===== src/sv/sndd_pkg.sv =====
`timescale 1ns / 1ps
// shared constants, types and helpers of the silence and no-dynamic detector
// no dependencies; imported by every module of the block

package sndd_pkg;

    // sample and counter sizing
    localparam int SAMPLE_BITS = 24;
    localparam int COUNT_BITS  = 16;

    // fixed field widths
    localparam int STATUS_W     = 3;
    localparam int TICK_W       = 16;
    localparam int LEVEL_W      = 11;
    localparam int SIL_LVL_W    = 10;
    localparam int FLAT_DELTA_W = 10;
    localparam int PERIOD_W     = 16;
    localparam int GRACE_W      = 16;
    localparam int CFG_DATA_W   = 16;
    localparam int CFG_IDX_W    = 3;

    // stream packing
    localparam int IN_DATA_W   = ((SAMPLE_BITS + 1 + 7) / 8) * 8;
    localparam int OUT_FIELD_W = TICK_W + LEVEL_W + 2;
    localparam int OUT_DATA_W  = ((OUT_FIELD_W + 7) / 8) * 8;
    localparam int OUT_PAD_W   = OUT_DATA_W - OUT_FIELD_W;

    // level conversion
    localparam int LOG_FRAC    = 16;
    localparam int LOG_E_W     = $clog2(SAMPLE_BITS);
    localparam int LOG_W       = LOG_E_W + LOG_FRAC;
    localparam int MANT_W      = 32;
    localparam int SHIFT_W     = 5;
    localparam int DB_OCT_W    = 21;
    localparam int N_W         = LOG_W + DB_OCT_W;
    localparam int MAG_W       = N_W - 31;
    localparam int LEVEL_FLOOR = 600;
    localparam int CONV_LAT    = LOG_FRAC + 3;
    localparam int WAIT_W      = $clog2(CONV_LAT + 1);

    localparam logic [DB_OCT_W-1:0] DB_OCT_Q16 = DB_OCT_W'(1578264);
    localparam logic [LOG_W-1:0] LOG_FULL = LOG_W'(SAMPLE_BITS - 1) << LOG_FRAC;
    localparam logic [N_W:0] ROUND_BIAS = (N_W + 1)'(33'h0_7FFF_FFFF);
    localparam logic signed [LEVEL_W-1:0] LEVEL_MIN = LEVEL_W'(-LEVEL_FLOOR);

    typedef enum logic [STATUS_W-1:0] {
        ST_GRACE    = 3'd0,
        ST_UNCONN   = 3'd1,
        ST_NEW_CONN = 3'd2,
        ST_BELOW    = 3'd3,
        ST_ABOVE    = 3'd4,
        ST_SILENCE  = 3'd5
    } t_status;

    typedef enum logic [CFG_IDX_W-1:0] {
        CFG_SILENCE_LEVEL = 3'd0,
        CFG_SILENCE_TICKS = 3'd1,
        CFG_FLAT_DELTA    = 3'd2,
        CFG_FLAT_TICKS    = 3'd3,
        CFG_GRACE_TICKS   = 3'd4
    } t_cfg_idx;

    typedef struct packed {
        logic signed [SIL_LVL_W-1:0] silence_level;
        logic [PERIOD_W-1:0]         silence_ticks;
        logic [FLAT_DELTA_W-1:0]     flat_delta_level;
        logic [PERIOD_W-1:0]         flat_ticks;
        logic [GRACE_W-1:0]          grace_ticks;
    } t_cfg;

    typedef struct packed {
        logic [GRACE_W-1:0]        grace_left;
        logic                      announce;
        logic [COUNT_BITS-1:0]     silent_run;
        logic [COUNT_BITS-1:0]     loud_run;
        logic [COUNT_BITS-1:0]     flat_run;
        logic signed [LEVEL_W-1:0] level_now;
    } t_state;

    typedef struct packed {
        t_status                   status;
        logic [TICK_W-1:0]         tick_count;
        logic signed [LEVEL_W-1:0] peak_level;
        logic                      silence_hit;
        logic                      flat_hit;
    } t_result;

    function automatic logic [COUNT_BITS-1:0] sat_inc(input logic [COUNT_BITS-1:0] c);
        return (c == '1) ? c : c + 1'b1;
    endfunction

endpackage


===== src/sv/sndd_tick_eval.sv =====
`timescale 1ns / 1ps
// per-tick decision: grace, unconnected, or measure and run the enabled tests
// depends on sndd_pkg

module sndd_tick_eval (
    input  sndd_pkg::t_cfg                       i_cfg,
    input  sndd_pkg::t_state                     i_state,
    input  logic                                 i_connected,
    input  logic signed [sndd_pkg::LEVEL_W-1:0]  i_level,
    output sndd_pkg::t_state                     o_next_state,
    output sndd_pkg::t_result                    o_result,
    output logic                                 o_measure
);
    import sndd_pkg::*;

    logic                     w_below;
    logic [COUNT_BITS-1:0]    w_sil_new;
    logic [COUNT_BITS-1:0]    w_loud_new;
    logic                     w_sil_fire;
    logic signed [LEVEL_W:0]  w_diff;
    logic [LEVEL_W:0]         w_delta;
    logic [COUNT_BITS-1:0]    w_flat_new;
    logic                     w_flat_fire;

    assign w_below    = i_level < $signed(LEVEL_W'(i_cfg.silence_level));
    assign w_sil_new  = w_below ? sat_inc(i_state.silent_run) : '0;
    assign w_loud_new = w_below ? '0 : sat_inc(i_state.loud_run);
    assign w_sil_fire = 32'(w_sil_new) >= 32'(i_cfg.silence_ticks);

    assign w_diff  = {i_state.level_now[LEVEL_W-1], i_state.level_now}
                   - {i_level[LEVEL_W-1], i_level};
    assign w_delta = w_diff[LEVEL_W] ? (LEVEL_W + 1)'(-w_diff) : (LEVEL_W + 1)'(w_diff);
    assign w_flat_new  = (w_delta < (LEVEL_W + 1)'(i_cfg.flat_delta_level))
                       ? sat_inc(i_state.flat_run) : '0;
    assign w_flat_fire = 32'(w_flat_new) >= 32'(i_cfg.flat_ticks);

    always_comb begin
        o_next_state = i_state;
        o_result     = '0;
        o_measure    = 1'b0;
        if (i_state.grace_left != '0) begin
            o_next_state.grace_left = i_state.grace_left - 1'b1;
            o_result.status         = ST_GRACE;
            o_result.tick_count     = TICK_W'(i_state.grace_left - 1'b1);
        end else if (!i_connected) begin
            o_next_state.announce = 1'b1;
            o_result.status       = ST_UNCONN;
        end else begin
            o_measure              = 1'b1;
            o_next_state.announce  = 1'b0;
            o_next_state.level_now = i_level;
            o_result.peak_level    = i_level;
            o_result.status        = i_state.announce ? ST_NEW_CONN : ST_ABOVE;

            if (i_cfg.silence_level != '0) begin
                o_next_state.silent_run = w_sil_new;
                o_next_state.loud_run   = w_loud_new;
                o_result.status         = w_below ? ST_BELOW : ST_ABOVE;
                o_result.tick_count     = w_below ? TICK_W'(w_sil_new) : TICK_W'(w_loud_new);
                if (w_sil_fire) begin
                    o_result.status         = ST_SILENCE;
                    o_result.tick_count     = TICK_W'(w_sil_new);
                    o_result.silence_hit    = 1'b1;
                    o_next_state.silent_run = '0;
                    o_next_state.grace_left = i_cfg.grace_ticks;
                end
            end

            if (i_cfg.flat_delta_level != '0) begin
                o_next_state.flat_run = w_flat_new;
                if (w_flat_fire) begin
                    o_result.flat_hit       = 1'b1;
                    o_next_state.flat_run   = '0;
                    o_next_state.grace_left = i_cfg.grace_ticks;
                end
            end
        end
    end

endmodule


===== config.mk =====
export PLATFORM = sky130hd
export DESIGN_NAME = sndd_tick_eval
export DESIGN_NICKNAME = d
export VERILOG_FILES = /design/src/sv/sndd_pkg.sv /design/src/sv/sndd_tick_eval.sv
export SDC_FILE = /design/constraint.sdc
export NUM_CORES = 1
export LEC_CHECK = 0
export ABC_AREA = 1
export BUFFER_PORTS_ARGS = -buffer_cell sky130_fd_sc_hd__clkbuf_2
export CAP_MARGIN = 20
export CORE_ASPECT_RATIO = 1.75
export CORE_MARGIN = 3
export CORE_UTILIZATION = 23
export DETAILED_ROUTE_END_ITERATION = 10
export PLACE_DENSITY_LB_ADDON = 0.05
export SLEW_MARGIN = 20
export SYNTH_ARGS = -nofsm -noshare
export SYNTH_HDL_FRONTEND = slang
export SYNTH_SLANG_ARGS = --single-unit
export TNS_END_PERCENT = 1

===== constraint.sdc =====
create_clock -name vclk -period 5.9
set_input_delay 0.59 -clock vclk [all_inputs]
set_output_delay 0.59 -clock vclk [all_outputs]
set_load 0.05 [all_outputs]

**Word level (Yosys, flattened, before mapping)**

Cells that the tools add are included.

- Input bits: 156
- Output and inout bits: 109
- Bits in registers: 0

- Muxes and demuxes: 35
- Reduce and logical (&&, ||, !) cells: 3
- Order comparisons: 4
- Eq/ne operators: 3
- Add/sub/neg operators: 6

Operators with widths:

| kind | count |
|---|---|
| $mux 16 | 16 |
| $mux 60 | 1 |
| $mux 59 | 1 |
| $mux 19 | 3 |
| $add 16x1->16 const B | 3 |
| $eq 16x16->1 const B | 3 |
| $ge 16x16->1 | 2 |
| $mux 32 | 1 |
| $mux 29 | 1 |
| $reduce_bool 10->1 | 2 |
| $reduce_bool 16->1 | 1 |
| $sub 16x1->16 const B | 1 |
| $mux 13 | 1 |
| $lt 12x10->1 | 1 |
| $mux 12 | 1 |
| $neg 12->12 | 1 |
| $sub 11x11->12 | 1 |
| $lt 11x10->1 | 1 |
| $mux 3 | 3 |
| $mux 1 | 7 |

**Depth between registers and ports, before layout**

- Depth in word-level cells: 10
- Mapped depth: 37
- Depth with buffers taken out: 36

**Worst setup path after synthesis**

OpenSTA, ideal clock, no wires.

- Path kind: in2out
- From: input port i_state[0] (netlist name)
- To: output port o_next_state[65] (netlist name)
- Setup slack: -0.622 ns
- Required time: 5.310 ns
- Buffers on the path: 2
- Stages: 33
- Arrival: 5.932 ns
- Cells stage by stage: inv_1 ha_1 inv_1 fa_1 inv_1 nand2_1 nor2_1 nand2_1 nor2_1 nand3_1 nand2_1 xor2_1 inv_1 ha_1 nand2_1 nor2_1 a211oi_1 a21oi_1 a211oi_2 nand2_4 buf_6 nor2_1 ha_1 a21oi_1 o21ai_0 nand2_1 o211ai_1 nand2_1 nand3_1 nand2_1 clkbuf_1 a21oi_1 o21ai_0

RTL lines:

| what | RTL line | source |
|---|---|---|
| start, declared | sndd_tick_eval.sv:7 | `input sndd_pkg::t_state i_state,` |
| end, declared | sndd_tick_eval.sv:10 | `output sndd_pkg::t_state o_next_state,` |

==> results.py <==
metrics = {
    "sta": {
        "finalCriticalPeriod_ns": 5.68,
        "worst_pin_slew_ns": 0.828,
        "setup_violations": 0,
        "max_freq_ghz": 0.176,
        "post-route-period-util_pct": 96.3,
        "drv_slew": 0,
        "relSlewSlack_pct": 44.7,
        "final_hold_viol_count": 0,
        "grt_setup_unrepaired": "yes",
        "hold_slack_ns": 1.58,
    },
    "die": {
        "start_util_pct": 23.4,
        "core_um2": 23400,
        "num_rows": 74,
        "fp.dieW_um": 123,
        "chipHeight_um": 210,
        "io_pins": 265,
        "die_area_um2": 25800,
    },
    "yosys": {
        "ys_seq_area_share_pct": 0,
        "synthDominantAreaCellType": "nand2_1",
        "ys_top_cells_by_count": "306 x nand2_1, 207 x inv_1, 92 x nor2_1, 79 x o21ai_0",
        "syn_nets": 1293,
        "synth.distinct_cells": 38,
        "yosysMostFrequentCell": "nand2_1",
        "ys_warn_count": 0,
        "syn_inst": 1068,
        "netlist.area_leader.share_pct": 20.9,
        "syn_area_per_cell_um2": 5.14,
        "yosys-top-cells-area": "nand2_1 21%, ha_1 16%, inv_1 14%, o21ai_0 7.2%, nor2_1 6.3%",
        "syn_area_um2": 5490,
    },
    "place": {
        "numPortBuffers": 265,
        "dp.cells": 1676,
        "dp_hpwl_um": 23800,
        "gp_congestion": 0.885,
    },
    "drt": {
        "ant_nets": 0,
        "drtIter0Drc": 286,
        "vias": 7820,
        "wl_um": 26900,
        "drtPass1Iterations": 4,
        "wire_per_inst_um": 15.9,
        "viasPerCell": 4.64,
        "drc_errors": 0,
    },
    "global_route": {
        "grtUsageTotal_pct": 20.0,
        "grt_pass1_wl_um": 41000,
        "grt_pass1_vias": 7996,
        "grt-ovfl-total": 0,
        "antenna_found_initial": 0,
        "grt_max_degree": 53,
    },
    "setup_path": {
        "worst-path-max-fanout": 8,
        "cpMostUsedCell": "nand3_2",
        "crit_path_start_kind": "primary input",
        "worst_path_max_delay_cell": "fa_2",
        "crit_arrival_ns": 5.09,
        "cp-endpoint": "o_next_state[69]",
        "cp-startpoint": "i_state[0]",
        "crit_path_end_kind": "output pin",
        "required_ns": 5.31,
        "worst-setup-path-type": "in2out",
        "cp_slowest_stage_delay_ns": 0.53,
    },
    "finish": {
        "nets": 1609,
        "area_delta_synth_final_pct": 56.0,
        "seqCellArea_um2": 0,
        "finalNonFillerCells": 1686,
        "final_core_util_pct": 36.5,
        "nFillCells": 2725,
        "multi_input_area_um2": 5020,
        "layout-drive-gt1-share_pct": 33.5,
        "clkbuf_count": 0,
        "seq_cells": 0,
        "antenna_cells": 0,
    },
    "min_path": {
        "hold_class": "in2out",
    },
    "clocking": {
        "hold_buffers": 0,
    },
    "run_status": {
        "status": "completed",
    },
    "run": {
        "max_cap_viol_count": 0,
    },
    "power_and_ir_drop": {
        "irDropWorstVdd_v": 0.000102,
        "total_leakage_power_uw": 0.00492,
        "powerDensity_nw_per_um2": 125,
    },
}
==> through the flow <==
step	total power, uW	area, um2	setup TNS (ns)	setup slack [ns]
2_1_floorplan	586	5540	-0.649	-0.0670
3_3_place_gp	934	7990	-2.99	-0.273
3_5_place_dp	937	7990	-4.54	-0.325
4_1_cts	1020	8320	0	0.000129
5_1_grt	1180	8560	-1.01	-0.0809
6_report	1070	8560	0	0.220
==> where the power goes <==
group          internal [uW]  total (uW)  switching [uW]  leakage, uW
clock network              0           0               0            0
registers                  0           0               0            0
logic                    410        1070             662      0.00492
total                    410        1070             662      0.00492
==> worst min path at each step <==
stage / from / to / slack (ns) / depth (start not counted)
finish: i_state[15] / o_next_state[15] / 1.58 / 4
global route: i_state[12] / o_next_state[12] / 1.59 / 4
CTS: i_state[15] / o_next_state[15] / 1.58 / 4
detailed placement: i_state[15] / o_next_state[15] / 1.58 / 4
global placement: i_state[12] / o_next_state[12] / 1.58 / 4
floorplan: i_level[0] / o_result[2] / 1.42 / 2
==> critical path: cells and delay by family <==
kind | cells | cell delay (ns)
buf+inv | 13 | 1.19
fa+ha+maj | 5 | 1.40
simple gates | 15 | 1.30
xor+xnor | 1 | 0.16
compound gates | 4 | 0.43
==> placed cells by master, fill, tap and decap left out, drive strengths merged <==
cell,instances
nand2,319
clkbuf,234
inv,208
buf,106
nor2,96
o21ai,80
a21oi,73
ha,68
nand3,51
nand4,36
xor2,32
nor3,21
xnor2,14
o22ai,12
nor4,9
nand3b,4
or2,4
o211ai,4
o21bai,2
and2,2
a211oi,2
a31oi,2
o2111ai,1
o31ai,1
fa,1
==> cells by family (layout without fill, tap and decap cells) <==
group	Yosys count	count (layout)	share of synthesized area, %
adder cells (fa/ha/maj)	69	69	15.9
buffers and inverters	235	548	16.7
AND/OR/NAND/NOR	541	542	42.7
XOR/XNOR	46	46	7.34
AO/OA/AOI/OAI	177	177	17.4
==> cell type report <==
type | count | area share (%)
Multi-Input combinational cell | 834 | 58.7
Timing Repair Buffer | 340 | 27.7
Inverter | 208 | 9.24
Tap cell | 304 | 4.44
==> repair_timing <==
item / CTS / global route
pin swaps: 27 / 38
setup endpoints to repair: 32 / 32
buffers inserted: 7 / 2
gates resized for setup: 61 / 74
gates cloned: 2 / 0
==> per-layer routing <==
layer | track usage [%] | routed length, um | vias to the layer above
li1 | - | - | 4052
met5 | 0 | 0 | -
met2 | 41.9 | 15300 | 217
met4 | 6.38 | 1110 | 0
met1 | 19.5 | 9090 | 3510
met3 | 1.83 | 1370 | 41
(Power assumes the default switching activity.)
